### src/hdl/mte_pkg.sv
`default_nettype none
package mte_pkg;

  // Field widths
  localparam int CharW  = 8;
  localparam int TimeW  = 16;
  localparam int StatW  = 2;
  localparam int IdxW   = 6;
  localparam int CountW = 3;
  localparam int BitsW  = 5;
  localparam int CfgIdxW = 8;

  // Register indexes on the configuration port
  localparam logic [CfgIdxW-1:0] REG_DOT        = 8'd0;
  localparam logic [CfgIdxW-1:0] REG_DASH       = 8'd1;
  localparam logic [CfgIdxW-1:0] REG_ELEM_GAP   = 8'd2;
  localparam logic [CfgIdxW-1:0] REG_LETTER_GAP = 8'd3;

  // Register reset values
  localparam logic [TimeW-1:0] DOT_RST        = 16'd100;
  localparam logic [TimeW-1:0] DASH_RST       = 16'd500;
  localparam logic [TimeW-1:0] ELEM_GAP_RST   = 16'd250;
  localparam logic [TimeW-1:0] LETTER_GAP_RST = 16'd750;

  // Result status codes
  localparam logic [StatW-1:0] STAT_OK    = 2'd0;
  localparam logic [StatW-1:0] STAT_ABORT = 2'd1;
  localparam logic [StatW-1:0] STAT_SKIP  = 2'd2;

  // Index of the first digit in the code table
  localparam logic [IdxW-1:0] DIGIT_BASE = 6'd26;

  // Segment timing registers
  typedef struct packed {
    logic [TimeW-1:0] dot;
    logic [TimeW-1:0] dash;
    logic [TimeW-1:0] elem_gap;
    logic [TimeW-1:0] letter_gap;
  } timing_t;

  // Decoded character: valid flag, element count, element bits (1 = dot)
  typedef struct packed {
    logic              valid;
    logic [CountW-1:0] count;
    logic [BitsW-1:0]  bits;
  } code_t;

  // Morse table: count in the high byte, dot bits LSB first in the low byte
  function automatic logic [15:0] code_rom(input logic [IdxW-1:0] idx);
    logic [15:0] v;
    case (idx)
      6'd0:  v = 16'h0201;
      6'd1:  v = 16'h040E;
      6'd2:  v = 16'h040A;
      6'd3:  v = 16'h0306;
      6'd4:  v = 16'h0101;
      6'd5:  v = 16'h040B;
      6'd6:  v = 16'h0304;
      6'd7:  v = 16'h040F;
      6'd8:  v = 16'h0203;
      6'd9:  v = 16'h0401;
      6'd10: v = 16'h0302;
      6'd11: v = 16'h040D;
      6'd12: v = 16'h0200;
      6'd13: v = 16'h0202;
      6'd14: v = 16'h0300;
      6'd15: v = 16'h0409;
      6'd16: v = 16'h0404;
      6'd17: v = 16'h0305;
      6'd18: v = 16'h0307;
      6'd19: v = 16'h0100;
      6'd20: v = 16'h0303;
      6'd21: v = 16'h0407;
      6'd22: v = 16'h0301;
      6'd23: v = 16'h0406;
      6'd24: v = 16'h0402;
      6'd25: v = 16'h040C;
      6'd26: v = 16'h0500;
      6'd27: v = 16'h0501;
      6'd28: v = 16'h0503;
      6'd29: v = 16'h0507;
      6'd30: v = 16'h050F;
      6'd31: v = 16'h051F;
      6'd32: v = 16'h051E;
      6'd33: v = 16'h051C;
      6'd34: v = 16'h0518;
      6'd35: v = 16'h0510;
      default: v = 16'h0000;
    endcase
    return v;
  endfunction

endpackage
`default_nettype wire

### src/hdl/morse_timing_encoder.sv
`default_nettype none
// Channel  | Ports                          | Contents
// ---------+--------------------------------+--------------------------------------
// in       | in_tvalid/tready/tdata/tuser   | tdata[7:0] char_code, tuser[0] first
// out      | out_tvalid/tready/tdata/tuser/ | tdata[0] led_on, tdata[16:1] duration,
//          | tlast                          | tuser[1:0] status, tlast last
// cfg      | cfg_valid/ready/index/wdata    | index 0..3 selects a timing register
//
// A character with k segments (1 to 10) is accepted in the idle state; the sequencer
// then emits them one by one and takes no new character until it has emitted the last.
// The sequencer drives a single output register; an output stall holds it in place.
// Reset (rst_n low, synchronous) loads the default timings and clears the abort flag.
// Configuration writes are always taken; index values above 3 are ignored.
module morse_timing_encoder
  import mte_pkg::*;
(
  input  wire logic               clk,
  input  wire logic               rst_n,
  input  wire logic               in_tvalid,
  output logic                    in_tready,
  input  wire logic [7:0]         in_tdata,   // [7:0] char_code
  input  wire logic [0:0]         in_tuser,   // [0] first_of_string
  output logic                    out_tvalid,
  input  wire logic               out_tready,
  output logic [23:0]             out_tdata,  // [0] led_on, [16:1] duration, [23:17] zero
  output logic [1:0]              out_tuser,  // [1:0] status
  output logic                    out_tlast,
  input  wire logic               cfg_valid,
  output logic                    cfg_ready,
  input  wire logic [CfgIdxW-1:0] cfg_index,
  input  wire logic [TimeW-1:0]   cfg_wdata
);

  timing_t          timing_r, timing_nxt;
  code_t            code;
  logic             seg_led;
  logic [TimeW-1:0] seg_dur;

  assign cfg_ready = 1'b1;

  // Write timing registers
  always_comb begin
    timing_nxt = timing_r;
    if (cfg_valid) begin
      case (cfg_index)
        REG_DOT:        timing_nxt.dot        = cfg_wdata;
        REG_DASH:       timing_nxt.dash       = cfg_wdata;
        REG_ELEM_GAP:   timing_nxt.elem_gap   = cfg_wdata;
        REG_LETTER_GAP: timing_nxt.letter_gap = cfg_wdata;
        default:        timing_nxt = timing_r;
      endcase
    end
  end

  always_ff @(posedge clk) begin
    if (!rst_n) begin
      timing_r.dot        <= DOT_RST;
      timing_r.dash       <= DASH_RST;
      timing_r.elem_gap   <= ELEM_GAP_RST;
      timing_r.letter_gap <= LETTER_GAP_RST;
    end else begin
      timing_r <= timing_nxt;
    end
  end

  mte_decode u_decode (
    .char_code (in_tdata),
    .code      (code)
  );

  mte_seq u_seq (
    .clk        (clk),
    .rst_n      (rst_n),
    .timing     (timing_r),
    .code       (code),
    .in_valid   (in_tvalid),
    .in_first   (in_tuser[0]),
    .in_ready   (in_tready),
    .out_valid  (out_tvalid),
    .out_ready  (out_tready),
    .out_led    (seg_led),
    .out_dur    (seg_dur),
    .out_status (out_tuser),
    .out_last   (out_tlast)
  );

  // Pack the segment
  assign out_tdata = {7'd0, seg_dur, seg_led};

endmodule
`default_nettype wire

### src/hdl/mte_decode.sv
`default_nettype none
module mte_decode
  import mte_pkg::*;
(
  input  wire logic [CharW-1:0] char_code,
  output code_t                 code
);

  logic [CharW-1:0] upper;
  logic [IdxW-1:0]  idx;
  logic             is_letter;
  logic             is_digit;
  logic [15:0]      entry;

  // Fold lower case onto upper case
  always_comb begin
    upper = char_code;
    if (char_code inside {[8'h61:8'h7A]}) begin
      upper = char_code - 8'h20;
    end
  end

  // Classify and form the table index
  always_comb begin
    is_letter = upper inside {[8'h41:8'h5A]};
    is_digit  = upper inside {[8'h30:8'h39]};
    idx       = '0;
    if (is_letter) begin
      idx = IdxW'(upper - 8'h41);
    end else if (is_digit) begin
      idx = IdxW'(upper - 8'h30) + DIGIT_BASE;
    end
  end

  // Look up element count and dot bits
  always_comb begin
    entry      = code_rom(idx);
    code.valid = is_letter || is_digit;
    code.count = entry[8 +: CountW];
    code.bits  = entry[BitsW-1:0];
  end

endmodule
`default_nettype wire

### src/hdl/mte_seq.sv
`default_nettype none
module mte_seq
  import mte_pkg::*;
(
  input  wire logic             clk,
  input  wire logic             rst_n,
  input  wire timing_t          timing,
  input  wire code_t            code,
  input  wire logic             in_valid,
  input  wire logic             in_first,
  output logic                  in_ready,
  output logic                  out_valid,
  input  wire logic             out_ready,
  output logic                  out_led,
  output logic [TimeW-1:0]      out_dur,
  output logic [StatW-1:0]      out_status,
  output logic                  out_last
);

  localparam logic [2:0] S_IDLE = 3'd0;
  localparam logic [2:0] S_ERR  = 3'd1;
  localparam logic [2:0] S_LGAP = 3'd2;
  localparam logic [2:0] S_MARK = 3'd3;
  localparam logic [2:0] S_EGAP = 3'd4;

  logic [2:0]        state_r, state_nxt;
  logic [CountW-1:0] cnt_r, cnt_nxt;
  logic [BitsW-1:0]  bits_r, bits_nxt;
  logic [StatW-1:0]  err_r, err_nxt;
  logic              aborted_r, aborted_nxt;
  logic              valid_r, valid_nxt;
  logic              led_r, led_nxt;
  logic [TimeW-1:0]  dur_r, dur_nxt;
  logic [StatW-1:0]  status_r, status_nxt;
  logic              last_r, last_nxt;
  logic              slot_free;
  logic              accept;
  logic              skip;

  assign in_ready   = (state_r == S_IDLE);
  assign accept     = in_valid && in_ready;
  assign slot_free  = !valid_r || out_ready;
  assign skip       = aborted_r && !in_first;

  assign out_valid  = valid_r;
  assign out_led    = led_r;
  assign out_dur    = dur_r;
  assign out_status = status_r;
  assign out_last   = last_r;

  // Sequencer: one segment per cycle into the output register while the output slot is free
  always_comb begin
    state_nxt   = state_r;
    cnt_nxt     = cnt_r;
    bits_nxt    = bits_r;
    err_nxt     = err_r;
    aborted_nxt = aborted_r;
    valid_nxt   = valid_r;
    led_nxt     = led_r;
    dur_nxt     = dur_r;
    status_nxt  = status_r;
    last_nxt    = last_r;

    // Drop a result once it has been taken
    if (valid_r && out_ready) begin
      valid_nxt = 1'b0;
    end

    case (state_r)
      S_IDLE: begin
        if (accept) begin
          aborted_nxt = skip || !code.valid;
          cnt_nxt     = code.count;
          bits_nxt    = code.bits;
          if (skip) begin
            err_nxt   = STAT_SKIP;
            state_nxt = S_ERR;
          end else if (!code.valid) begin
            err_nxt   = STAT_ABORT;
            state_nxt = S_ERR;
          end else if (in_first) begin
            state_nxt = S_MARK;
          end else begin
            state_nxt = S_LGAP;
          end
        end
      end
      S_ERR: begin
        if (slot_free) begin
          valid_nxt  = 1'b1;
          led_nxt    = 1'b0;
          dur_nxt    = '0;
          status_nxt = err_r;
          last_nxt   = 1'b1;
          state_nxt  = S_IDLE;
        end
      end
      S_LGAP, S_EGAP: begin
        if (slot_free) begin
          valid_nxt  = 1'b1;
          led_nxt    = 1'b0;
          dur_nxt    = (state_r == S_LGAP) ? timing.letter_gap : timing.elem_gap;
          status_nxt = STAT_OK;
          last_nxt   = 1'b0;
          state_nxt  = S_MARK;
        end
      end
      S_MARK: begin
        if (slot_free) begin
          valid_nxt  = 1'b1;
          led_nxt    = 1'b1;
          dur_nxt    = bits_r[0] ? timing.dot : timing.dash;
          status_nxt = STAT_OK;
          last_nxt   = (cnt_r == CountW'(1));
          bits_nxt   = bits_r >> 1;
          cnt_nxt    = cnt_r - CountW'(1);
          state_nxt  = (cnt_r == CountW'(1)) ? S_IDLE : S_EGAP;
        end
      end
      default: begin
        state_nxt = S_IDLE;
      end
    endcase
  end

  // Control state
  always_ff @(posedge clk) begin
    if (!rst_n) begin
      state_r   <= S_IDLE;
      aborted_r <= 1'b0;
      valid_r   <= 1'b0;
    end else begin
      state_r   <= state_nxt;
      aborted_r <= aborted_nxt;
      valid_r   <= valid_nxt;
    end
  end

  // Payload and working registers
  always_ff @(posedge clk) begin
    cnt_r    <= cnt_nxt;
    bits_r   <= bits_nxt;
    err_r    <= err_nxt;
    led_r    <= led_nxt;
    dur_r    <= dur_nxt;
    status_r <= status_nxt;
    last_r   <= last_nxt;
  end

  a_busy_after_accept: assert property (@(posedge clk) disable iff (!rst_n)
    accept |=> (state_r != S_IDLE))
    else $error("sequencer idle after a transfer in");

  a_mark_has_count: assert property (@(posedge clk) disable iff (!rst_n)
    (state_r == S_MARK) |-> (cnt_r != '0))
    else $error("element emitted with no elements left");

  a_error_shape: assert property (@(posedge clk) disable iff (!rst_n)
    (valid_r && (status_r != STAT_OK)) |-> (last_r && !led_r && (dur_r == '0)))
    else $error("error result not a single zero segment");

  a_abort_from_error: assert property (@(posedge clk) disable iff (!rst_n)
    $rose(aborted_r) |-> (state_r == S_ERR))
    else $error("abort flag set without an error result");

endmodule
`default_nettype wire

### config.mk
export PLATFORM = sky130hd
export DESIGN_NAME = morse_timing_encoder
export DESIGN_NICKNAME = d
export VERILOG_FILES = /design/src/hdl/mte_pkg.sv /design/src/hdl/morse_timing_encoder.sv /design/src/hdl/mte_decode.sv /design/src/hdl/mte_seq.sv
export SDC_FILE = /design/constraint.sdc
export NUM_CORES = 1
export LEC_CHECK = 0
export BUFFER_PORTS_ARGS = -buffer_cell sky130_fd_sc_hd__buf_2
export CORE_MARGIN = 10
export CORE_UTILIZATION = 50
export DETAILED_ROUTE_END_ITERATION = 8
export PLACE_DENSITY = 0.68
export SLEW_MARGIN = 25
export SYNTH_ARGS = -nofsm -noshare
export SYNTH_HDL_FRONTEND = slang
export SYNTH_SLANG_ARGS = --single-unit
### constraint.sdc
create_clock -name clk -period 4.6 [get_ports clk]
set_clock_uncertainty 0.05 [all_clocks]
set_input_delay 0.23 -clock clk [delete_from_list [all_inputs] [get_ports clk]]
set_output_delay 0.23 -clock clk [all_outputs]
set_load 0.02 [all_outputs]
Yosys cells after proc, flatten, opt, wreduce, memory -nomap -nowiden
Memory sizes are Yosys's and may differ from the RTL's. Cells that the tools add are included.

Muxes and demuxes: 36. Equality and inequality tests: 15. $lt $le $gt $ge: 6. Add/sub/neg operators: 5. Reductions and logical operators: 33.

Operator list (number): 2-to-1 mux 16 bit (5); one-hot mux 16 bit (3 select lines) (1); 2-to-1 mux 3 bit (9); == test 8 x 2 -> 1 bit (second input constant) (2); >= comparator 8 x 7 -> 1 bit (second input constant) (2); <= comparator 8 x 7 -> 1 bit (second input constant) (2); 2-to-1 mux 6 bit (2); one-hot mux 3 bit (4 select lines) (1); AND reduction 3 bit (4); 2-to-1 mux 5 bit (2); inequality test 2 x 1 -> 1 bit (second input constant) (5); one-hot mux 5 bit (2 select lines) (1); AND reduction 2 bit (5); == test 8 x 1 -> 1 bit (second input constant) (1); >= comparator 8 x 6 -> 1 bit (second input constant) (1); <= comparator 8 x 6 -> 1 bit (second input constant) (1); logical NOT 8 bit (1); 2-to-1 mux 8 bit (1); AND reduction 4 bit (2); subtractor 8 x 6 -> 8 bit (second input constant) (1); 2-to-1 mux 1 bit (7); adder 6 x 5 -> 6 bit (second input constant) (1); == test 3 x 1 -> 1 bit (second input constant) (2); == test 3 x 2 -> 1 bit (second input constant) (2); 19 further kinds (34).

Word-level logic and storage cells: 110. Memories: 1. Bits in read-only memories: 512. Register bits: 99. Output and inout bits: 30.

Memories: (no name shown) (words 64, width 8, rd ports 1, clocked after Yosys merged registers in 0, wr ports 0, RTL line mte_pkg.sv:51) `case (idx)`.

Depth between registers and ports, before layout
Gate-level depths: netlist of run 1.

Depth after elaboration: 10. Depth in mapped cells: 15. Gate-level depth less buffers: 13.

Hierarchy
Synthesis of run 1 repeated with hierarchy kept, for this count alone.

Cell total of the unflattened synthesis: 572. Area, all modules: 5476.5 um^2.

Modules (own cells, without submodules): morse_timing_encoder (cells each 249, instances 1, seq. area each 1281.2 um^2, area an instance 2621.3 um^2); mte_seq (cells each 186, instances 1, seq. area each 1001.0 um^2, area an instance 1901.8 um^2); mte_decode (cells each 137, instances 1, seq. area each 0.0 um^2, area an instance 953.4 um^2).

Least setup slack after synthesis of run 1
No wires, ideal clock.

Path type: input -> register. From: input port in_tdata[1]. To: register u_seq.bits_r[1], data pin. Required time: 4285 ps. Setup time: 265 ps. Path slack: 1300 ps. Cell stages on the path: 12. Data arrival time: 2985 ps. Path through: inv_1 -> ha_1 -> or4b_4 -> nor2_1 -> o31ai_2 -> mux2_2 -> nor2_1 -> inv_1 -> ha_1 -> nor4_1 -> nor4_1 -> or3_1.

Word-level cells in the longest chain between the ends: 10. Elaborated cells between the ends (all ways): 19. Classes of those cells: add/sub: 4; order compare: 6; mux: 5; reduce/logical: 3; memory: 1.

RTL lines: from (decl) (RTL line morse_timing_encoder.sv:21) `input wire logic [7:0] in_tdata,`; >= comparator 8 x 7 -> 1 bit or <= comparator 8 x 7 -> 1 bit (tied branches) (RTL line mte_decode.sv:18) `if (char_code inside {[8'h61:8'h7A]}) begin`; logical AND 1 bit (RTL line mte_decode.sv:18); 2-to-1 mux 8 bit (*) (RTL line mte_decode.sv:18); subtractor 6 bit (tied with other cells) (RTL line mte_decode.sv:31) `idx = IdxW'(upper - 8'h30) + DIGIT_BASE;`; adder 6 x 5 -> 6 bit or logical AND 1 bit (tied branches) (RTL line mte_decode.sv:31, mte_decode.sv:26); 2-to-1 mux 6 bit (RTL line mte_decode.sv:30) `end else if (is_digit) begin`; 2-to-1 mux 6 bit (*) (RTL line mte_decode.sv:28) `if (is_letter) begin`; memory (64 x 8 bit) (*); 2-to-1 mux 5 bit (*) (RTL line mte_seq.sv:71) `if (accept) begin`; one-hot mux 5 bit (2 select lines) (*) (RTL line mte_seq.sv:69) `case (state_r)`; via u_seq.bits_nxt[1] (RTL line mte_seq.sv:28) `logic [BitsW-1:0] bits_r, bits_nxt;`; to (signal assigned) (RTL line mte_seq.sv:142) `bits_r <= bits_nxt;`; to (decl) (RTL line mte_seq.sv:28).

Mark *: on every way through the listed nets, which the timed path passes. The rest lies on a longest branch. The select of a mux whose other input is x is not followed. A chain may end at the register's enable or synchronous reset.

Worst setup path in the final report of run 1
From: input port in_tdata[1]. To: register u_seq.bits_r[3], data pin.

Same word-level chain as after synthesis.

==> results.md, run 1 <==
* Result of the run: complete, no violations
* Worst-path fanout max at 8
* Class of the tightest hold or removal check: in -> reg
* Vias in the first global route at 4180
* Pre-Repair DR Iteration Count at 5
* Area of the placeable core at 10370 um2
* Power density over cell area at 304.6 nW/um2
* Cells after synthesis at between 500 and 600
* Vias post-DR at around 4300
* Unrepaired setup endpoints after global routing: no
* Top-count cell post-synth: sky130_fd_sc_hd__nand2_1
* Top cell types by occurrence after synthesis: sky130_fd_sc_hd__nand2_1, sky130_fd_sc_hd__dfxtp_1, sky130_fd_sc_hd__mux2i_1, sky130_fd_sc_hd__edfxtp_1, sky130_fd_sc_hd__nor2b_1
* Synth warn at 0
* Final hold violation count at 0
* Total of hold buffers inserted after clock tree synthesis at 0
* Total gr overflow at 0
* Clock slew at the register clock pins of the worst setup and hold paths at 110 ps
* Fmax achieved at 281.5 MHz
* Post-synth ARST share at 0
* Leakage power summed over all cells at 2.384 nW
* Prevailing post-synth register cell: sky130_fd_sc_hd__dfxtp_1
* H-tree depth reported by CTS at 3
* Wire length reported by the detailed router at approximately 13000 um
* Sum of negative setup slack at 0 ps
* Cell area after synthesis at 5334 um2
* Number of max-cap violations at 0
* Final worst path period share at 0.7723
* Total number of placement rows at 37
* Cell at the root of the clock tree: sky130_fd_sc_hd__clkbuf_8
* Post-CTS Setup Inserts at 0
* Count of buffer and inverter cells on the critical path at 3
* Fin cells at 760
* Pin count of the biggest net entering global routing at 70
* Clock sink total at 99
* Main area contributors after synthesis: sky130_fd_sc_hd__dfxtp_1, sky130_fd_sc_hd__edfxtp_1, sky130_fd_sc_hd__mux2i_1, sky130_fd_sc_hd__nand2_1, sky130_fd_sc_hd__ha_1
* Largest voltage drop on the vdd net at between 0.15 and 0.2 mV
* 1st-iter DRT viols at a little over 300
* Register area share after synthesis at 0.4279
* Number of nets at the end of the flow at 674
* CP startpoint kind: input pin
* Slew at the pin closest to its max-slew limit at 1100 ps
* Clock buffers created by TritonCTS at 9
* Unique masters post-synth at 69
* Die footprint at 15200 um2
* Critical Path, Cell by Cell: buf_2 > inv_1 > ha_1 > or4b_4 > nor2_1 > o31ai_2 > o31ai_2 > nand2_1 > ha_1 > inv_1 > o21ai_0 > a211oi_1 > o31a_1 > o22a_1
* Width of the die at 123.3 um
* Slowest cell on the critical path: sky130_fd_sc_hd__or4b_4
* Dpl hpwl at a little under 9000 um
* Number of placed instances with taps included at 744
* Clock Tree Buf Depth at 2
* Number of antenna violations at the first check in global routing at 0
* Final critical delay including setup and external delays at 3552 ps
* Average vias per placed instance at 5.657
* Total DRC errors in the routed layout at 0
* Number of top-level pins at 68
* Routability cong. at 0.8951
* EDFF count, synth at 30
* Layout-stage area growth over the synthesis result at 9.899%
* Global-route wire length before repair at 20850 um
* Worst endpoint data arrival time at 3630 ps
* Share of post-route cells with drive strength above 1 at 0.1619
* Inserted Diodes at 0
* Final Max Slew Viols at 0
* Remaining antenna violation count after routing at 0
* Average footprint of a synthesized cell at 9.196 um2
* Port Buffers at between 50 and 60
* Post-layout utilization of the core at 0.5653
* Die Span Y at 123.3 um
* Routed length per instance at 17.02 um
* TritonCTS clock tree: done
* Final setup vio count at 0
* Largest incremental delay on the critical path at 510 ps
* Crit Path Category: in -> reg
* Headroom to the max-slew limit at 0.2666
* Total global-route track usage at 0.1690
* Required time of the critical path at 4680 ps
* Top cell family by delay on the critical path: compound AO/OA/AOI/OAI gates
* Endpoint type of the worst setup path: flip-flop
* Cell type with the highest aggregate area in the netlist: sky130_fd_sc_hd__dfxtp_1
* Clock latency reported for the late side of the worst-skew pair at 370 ps
* Area share of the leading cell type in the synthesized netlist at 0.2590
* CTS resizes at 0
* Initial Util at 0.5144
* Register bit total from synthesis at 99
-- cell usage in the layout, fill, tap and decap left out, drive strengths merged, types with 9 or more instances in the layout --
| cell type | instances |
|---|---|
| dfxtp | 69 |
| o22ai | 16 |
| edfxtp | 30 |
| nor2b | 29 |
| mux2i | 51 |
| a21boi | 23 |
| nand3 | 19 |
| clkbuf | 9 |
| buf | 66 |
| nor3 | 11 |
| a21oi | 10 |
| o21ai | 19 |
| nand2 | 98 |
| ha | 17 |
| a22oi | 16 |
| nor2 | 24 |
| inv | 22 |
-- sequential cells by signal, indices dropped and copies added, names as in the netlist --
signal	flops
u_seq.out_led	1
u_seq.out_last	1
u_seq.out_dur	16
timing_r	64
u_seq.state_r	3
u_seq.out_valid	1
u_seq.err_r	2
u_seq.aborted_r	1
u_seq.out_status	2
u_seq.cnt_r	3
u_seq.bits_r	5
-- kinds of logic (layout without fill, tap and decap cells) --
group,count (synthesis),in the layout,share of synthesized area
multiplexers,52,52,0.09782
flip-flops,99,99,0.4279
AND/OR/NAND/NOR,214,214,0.1931
AO/OA/AOI/OAI,129,129,0.1790
XOR/XNOR,5,5,0.008210
other,2,8,0.001408
adder cells (fa/ha/maj),17,17,0.03988
buffers and inverters,62,100,0.05278
-- metal layers --
layer / vias to the layer above / GRT usage / share of wire / wire (um)
met5: - / 0 / 0 / 0
met2: 120 / 0.2653 / 0.45 / 5881
met4: 0 / 0.05095 / 0.011 / 140
met1: 2036 / 0.2309 / 0.47 / 6138
li1: 2130 / - / - / -
met3: 13 / 0.03191 / 0.060 / 775
-- final timing paths --
check	from	endpoint	slack, ps	depth (start not counted)
setup / recovery	in_tdata[1]	u_seq.bits_r[3]	1050	14
setup reg to reg	u_seq.state_r[0]	u_seq.bits_r[1]	2240	5
hold / removal	cfg_wdata[1]	timing_r[1]	60	3
hold reg to reg	timing_r[47]	timing_r[47]	420	2
-- through the flow --
step | power (mW) | setup WS [ps] | hold WS [ps] | cell area (um2)
after floorplan | 1.175 | 1300 | 304.0 | 5356
after global placement | 1.262 | 847.2 | 398.9 | 5668
after detailed placement | 1.265 | 739.3 | 406.0 | 5668
after CTS | 1.801 | 1090 | 38.68 | 5859
after global routing | 1.864 | 776.4 | 59.74 | 5862
final | 1.785 | 1048 | 57.65 | 5862
-- area by class of cell --
| type | count | area (um2) |
|---|---|---|
| Fill cell | 944 | 4508 |
| Multi-Input combinational cell | 425 | 2800 |
| Sequential cell | 99 | 2282 |
| Timing Repair Buffer | 66 | 350.3 |
| Tap cell | 136 | 170.2 |
| Clock buffer | 9 | 123.9 |
| Clock inverter | 7 | 67.56 |
| Inverter | 18 | 67.56 |
-- power by group --
group / leakage, nW / switching (mW) / internal, mW
clock: 0.0993 / 0.329 / 0.211
sequential: 0.840 / 0.0287 / 0.943
combinational: 1.44 / 0.173 / 0.100
-- worst min-delay path, stage by stage --
cell and delay (ps):
sky130_fd_sc_hd__buf_2 110, sky130_fd_sc_hd__nand2_1 50, sky130_fd_sc_hd__nand3_1 70
No activity file was read; power rests on OpenSTA's default activity.
==> inputs of run 2 (changes only) <==
Settings changed: PLACE_DENSITY 0.68 to 0.71.
Clock period 4.6 ns to 3.2 ns, I/O delays scaled along.
==> run 2 against run 1 <==
- clock power rose by 43%
- utilization up 2.7 points
- first-iteration DRC count is 28% higher
- combinational power is 63% higher
- wire length up 3.1%
- count of clock-buffer cells in the layout is 1 higher
- hold slack lost 46 ps
- cell count grew 4.6%
- final area is 4.8% higher
- critical path depth grew 1
- non-clock buffer count grew 35
- sequential power is 42% higher
- largest cell class unchanged
- largest power group unchanged
==> results.md, run 2 (synthesized netlist as in run 1, its figures left out) <==
* Result of the run: complete, no violations
* Leakage power summed over all cells at 2.552 nW
* Number of antenna violations at the first check in global routing at 0
* Final hold violation count at 0
* Inserted Diodes at 0
* Headroom to the max-slew limit at 0.4386
* Worst-path fanout max at 4
* Total number of placement rows at 37
* Endpoint type of the worst setup path: flip-flop
* Remaining antenna violation count after routing at 0
* Count of buffer and inverter cells on the critical path at 4
* Clock slew at the register clock pins of the worst setup and hold paths at 100 ps
* Worst-case setup slack after placement at between 15 and 20 ps
* Sequential share of power at 0.531
* Final worst path period share at 0.8854
* Clock Tree Buf Depth at 2
* Clock Power Share at 0.297
* Number of placed instances with taps included at 770
* CTS resizes at 0
* Flip-flop count of the largest register after layout at 64
* Slowest cell on the critical path: sky130_fd_sc_hd__or4_1
* Die footprint at 15200 um2
* Combinational power share at 0.171
* Unrepaired setup endpoints after global routing: no
* Pin count of the biggest net entering global routing at 70
* Total DRC errors in the routed layout at 0
* Most frequent cells in the layout: sky130_fd_sc_hd__nand2_1, sky130_fd_sc_hd__dfxtp_1, sky130_fd_sc_hd__buf_2, sky130_fd_sc_hd__mux2i_1, sky130_fd_sc_hd__buf_4
* NetSw at 755.4 uW
* Total global-route track usage at 0.1769
* Port Buffers at 59
* Power density over cell area at 423.7 nW/um2
* Layout-stage area growth over the synthesis result at 15.18%
* Fillers at about 930
* Sum of negative setup slack at 0 ps
* H-tree depth reported by CTS at 3
* Most common cell after layout, fill and taps aside: sky130_fd_sc_hd__nand2_1
* Vias post-DR at approximately 4500
* Critical Path, Cell by Cell: buf_2 > inv_1 > ha_1 > or4b_4 > o32ai_2 > or4_1 > mux2_2 > nor2_1 > buf_4 > ha_1 > inv_1 > o21ai_0 > a211oi_1 > o31a_1 > o22a_1
* Top cell family by delay on the critical path: simple AND/OR/NAND/NOR gates
* Fin cells at between 700 and 800
* Cell area after placement at 5861 um2
* Class of the tightest hold or removal check: in -> reg
* CP startpoint kind: input pin
* Worst endpoint data arrival time at 2910 ps
* 1st-iter DRT viols at 392
* Width of the die at 123.3 um
* Vias in the first global route at 4422
* Pre-Repair DR Iteration Count at 4
* Die Span Y at around 120 um
* Fmax achieved at 352.9 MHz
* Average vias per placed instance at between 5 and 6
* Number of nets at the end of the flow at between 700 and 800
* Final critical delay including setup and external delays at 2833 ps
* Total gr overflow at 0
* Tightest hold margin at 11.82 ps
* Clock buffers created by TritonCTS at 9
* Crit Path Category: in -> reg
* Clock latency reported for the late side of the worst-skew pair at about 370 ps
* Slew at the pin closest to its max-slew limit at 839.7 ps
* Number of top-level pins at 68
* Fin area at around 6100 um2
* Largest voltage drop on the vdd net at 0.2229 mV
* Routability cong. at between 0.9 and 1
* TritonCTS clock tree: done
* Initial Util at 0.5144
* Final Max Slew Viols at 0
* Clock sink total at 99
* Largest incremental delay on the critical path at around 550 ps
* Internal power at 1.847 mW
* Wire length reported by the detailed router at around 13000 um
* Cell at the root of the clock tree: sky130_fd_sc_hd__clkbuf_8
* Global-route wire length before repair at 21760 um
* Dpl hpwl at 9114 um
* Number of max-cap violations at 0
* Required time of the critical path at 3270 ps
* Top reg by flops: timing_r
* Area of the placeable core at 10370 um2
* Switching Fraction at 0.2902
* Final setup vio count at 0
* Least setup slack across all paths after layout at 366.6 ps
* Routed length per instance at approximately 17 um
* Share of post-route cells with drive strength above 1 at 0.1912
run 2: changes by cell type in the layout (fill, tap and decap cells not counted):
cell                            delta
sky130_fd_sc_hd__nor2b_2           -1
sky130_fd_sc_hd__dlygate4sd3_1     +9
sky130_fd_sc_hd__clkbuf_8          +1
sky130_fd_sc_hd__clkinv_2          -1
sky130_fd_sc_hd__buf_4            +26
sky130_fd_sc_hd__clkinv_8          -1
sky130_fd_sc_hd__nor2b_1           +1
sky130_fd_sc_hd__inv_4             +1
run 2: what timing repair did:
item	4_1_cts	5_1_grt
hold buffers	9	0
buffers inserted	0	0
hold endpoints to repair	18	0
run 2: worst reg2reg max path, delay by kind of cell, from the launching register on:
family,cells,cell delay [ps]
simple gates,2,430
buf+inv,4,920
flops,1,420
compound gates,1,220
run 2: routing by layer:
| layer | track usage | vias to the layer above | wire length, um |
|---|---|---|---|
| li1 | - | 2193 | - |
| met1 | 0.2293 | 2094 | 6015 |
| met2 | 0.2863 | 156 | 6237 |
| met3 | 0.04011 | 17 | 908 |
| met4 | 0.05677 | 0 | 174 |
| met5 | 0 | - | 0 |
run 2: power by group through the flow:
stage | combinational, mW | sequential (mW) | clock, mW
5_1_grt | 0.486 | 1.39 | 0.844
6_report | 0.446 | 1.38 | 0.774
3_3_place_gp | 0.428 | 1.41 | 0
3_5_place_dp | 0.433 | 1.41 | 0
2_1_floorplan | 0.248 | 1.44 | 0
4_1_cts | 0.443 | 1.38 | 0.795
run 2: metrics by stage:
| stage | power, mW | utilization |
|---|---|---|
| 3_3_place_gp | 1.837 | 0.5652 |
| 2_1_floorplan | 1.689 | - |
| 4_1_cts | 2.621 | 0.5922 |
| 6_report | 2.603 | 0.5924 |
| 5_1_grt | 2.718 | 0.5924 |
| 3_5_place_dp | 1.844 | 0.5652 |
run 2: path summary, 6_finish.rpt:
kind | end | startpoint | slack, ps | cells after the start
max reg2reg | u_seq.bits_r[0] | u_seq.state_r[1] | 860 | 7
min reg2reg | timing_r[42] | timing_r[42] | 420 | 2
max | u_seq.bits_r[3] | in_tdata[0] | 370 | 15
min | timing_r[45] | cfg_wdata[13] | 10 | 3
run 2: cell type report:
type,count,area [um2],share of cell area
well taps,136,170.2,0.02770
repair buffers,101,635.6,0.1035
multi-input cells,425,2798,0.4554
flip-flops and latches,99,2282,0.3715
clock buffers,10,137.6,0.02240
clock inverters,6,52.55,0.008554
inverters,18,67.56,0.01100
==> inputs of run 3 (changes only) <==
Settings changed: CORE_MARGIN 10 to 5.
==> run 3 against run 2 <==
- power up 1.3%
- via count up 0.31%
- register-to-register slack better by 180 ps
- clock power up 5.2%
- die area down 16%
- cell count down 0.38%
- first-iteration DRC count down 31%
- utilization down 0.18 points
- highest routed layer unchanged
- maximum frequency down 0.74%
- wire length down 1.9%
==> results.md, run 3 (synthesized netlist as in run 1, its figures left out) <==
* Area of the placeable core at between 10000 and 15000 um2
* Worst R2R End: u_seq.bits_r[1]
* Largest incremental delay on the critical path at 530 ps
* Pre-Repair DR Iteration Count at 5
* Worst-path fanout max at 6
* Average vias per placed instance at 5.649
* Share of post-route cells with drive strength above 1 at 0.1905
* Port Buffers at 59
* Final worst path period share at 0.8921
* Leakage power summed over all cells at between 2 and 3 nW
* Total number of placement rows at 37
* Top cell family by delay on the critical path: simple AND/OR/NAND/NOR gates
* Slowest cell on the critical path: sky130_fd_sc_hd__or4_1
* Amount of wire on met3 after detailed routing at 911 um
* Number of antenna violations at the first check in global routing at 0
* Clock Tree Buf Depth at 2
* Final Max Slew Viols at 0
* Headroom to the max-slew limit at 0.2688
* Critical Path, Cell by Cell: buf_2 > inv_1 > ha_1 > or4b_4 > o32ai_2 > or4_1 > mux2_2 > nor2_1 > buf_4 > ha_1 > inv_1 > o21ai_0 > a211oi_1 > o31a_1 > o22a_1
* Clock sink total at a little under 100
* Remaining antenna violation count after routing at 0
* TritonCTS clock tree: done
* Total DRC errors in the routed layout at 0
* 1st-iter DRT viols at 272
* Clock buffers created by TritonCTS at 9
* Vias in the first global route at between 4000 and 5000
* Clock latency reported for the late side of the worst-skew pair at approximately 360 ps
* Fin area at ~6100 um2
* Clock slew at the register clock pins of the worst setup and hold paths at 90 ps
* Number of nets at the end of the flow at a little over 700
* Routability cong. at 0.9634
* Wire length on met2 at 6155 um
* Global-route wire length before repair at 21480 um
* Fmax achieved at ~350 MHz
* Crit Path Category: in -> reg
* Final setup vio count at 0
* H-tree depth reported by CTS at 3
* Layout-stage area growth over the synthesis result at 14.83%
* Total global-route track usage at 0.2084
* Total gr overflow at 0
* Final hold violation count at 0
* Largest voltage drop on the vdd net at 0.2505 mV
* Post-route met1 wirelength at about 5800 um
* Top reg by flops: timing_r
* Power density over cell area at about 430 nW/um2
* Wire length reported by the detailed router at roughly 13000 um
* Max layer used: met4
* Class of the tightest hold or removal check: in -> reg
* Cell area after placement at 5861 um2
* Post-layout utilization of the core at 0.5906
* Routed length per instance at 16.52 um
* Vias post-DR at 4474
* Worst hold path startpoint: cfg_wdata[12]
* Flip-flop count of the largest register after layout at 64
* Slew at the pin closest to its max-slew limit at roughly 1100 ps
* Unrepaired setup endpoints after global routing: no
* Die footprint at about 13000 um2
* Number of max-cap violations at 0
* Hold path endpoint: timing_r[44]
* CP startpoint kind: input pin
* Number of top-level pins at 68
* Count of buffer and inverter cells on the critical path at 4
* Width of the die at 113.3 um
* Count of cells along the worst register-to-register path at 5
* Most frequent cells in the layout: sky130_fd_sc_hd__nand2_1, sky130_fd_sc_hd__dfxtp_1, sky130_fd_sc_hd__buf_2, sky130_fd_sc_hd__mux2i_1, sky130_fd_sc_hd__buf_4
* Dpl hpwl at about 9000 um
* Endpoint type of the worst setup path: flip-flop
* Pin count of the biggest net entering global routing at 70
* Result of the run: complete, no violations
* Cell at the root of the clock tree: sky130_fd_sc_hd__clkbuf_8
* Required time of the critical path at 3270 ps
* Die Span Y at 113.3 um
* Hold Path Depth at 3
* Register-to-Register Setup Slack at between 1000 and 1500 ps
* Final critical delay including setup and external delays at 2855 ps
* Inserted Diodes at 0
* Most common cell after layout, fill and taps aside: sky130_fd_sc_hd__nand2_1
* Crit Reg-Reg Startpoint: u_seq.state_r[0]
* Worst endpoint data arrival time at 2920 ps
* Initial Util at 0.5144
==> run 3: report_power, final <==
group          internal (mW)  total, mW  leakage, nW  switching [mW]
Combinational          0.169      0.434         1.60           0.265
Sequential              1.36       1.39        0.840          0.0320
Clock                  0.387      0.814        0.100           0.426
Total                   1.91       2.64         2.54           0.723
==> run 3: stage by stage <==
stage | cells | power (mW) | setup WS (ps) | TNS, ps | hold slack, ps
finish | 792 | 2.636 | 345.3 | 0 | 20.19
global route | 792 | 2.759 | 175.4 | 0 | 8.242
CTS | 792 | 2.654 | 386.8 | 0 | 5.834
detailed placement | 770 | 1.843 | 1.384 | 0 | 377.4
global placement | 770 | 1.836 | 77.58 | 0 | 371.2
floorplan | 586 | 1.689 | -30.20 | -48.17 | 234.0
==> run 3: final cells by class <==
cell class	count	area, um2
clock buffer	11	141.4
inverter	18	67.56
multi-input combinational	425	2798
clock inverter	5	60.06
tap	136	170.2
timing repair buffer	98	605.6
fill	942	4245
sequential	99	2282
==> run 3: layer usage <==
metal | vias up | global-route usage
li1 | 2184 | -
met1 | 2100 | 0.2785
met2 | 170 | 0.3397
met3 | 20 | 0.03957
met4 | 0 | 0.06971
met5 | - | 0
==> run 3: timing repair <==
item,4_1_cts,5_1_grt
gates resized for setup,0,0
hold buffers,6,0
setup buffers,0,0
endpoints found under the hold margin,13,0
==> run 3: how the worst max path moves through the flow <==
stage / from / to / slack, ps / depth (start not counted)
floorplan: in_tdata[1] / u_seq.bits_r[1] / -30 / 12
global placement: in_tdata[1] / u_seq.cnt_r[0] / 80 / 13
detailed placement: in_tdata[0] / u_seq.bits_r[3] / 1 / 15
CTS: in_tdata[0] / u_seq.bits_r[3] / 390 / 15
global route: in_tdata[0] / u_seq.bits_r[3] / 180 / 15
finish: in_tdata[0] / u_seq.bits_r[3] / 350 / 15
==> run 3: worst register-to-register path, delay by kind of cell (launching register included) <==
kind	cells	cell delay, ps
AO/OA/AOI/OAI	1	120
buffers and inverters	2	610
flip-flops	1	400
AND/OR/NAND/NOR	2	730
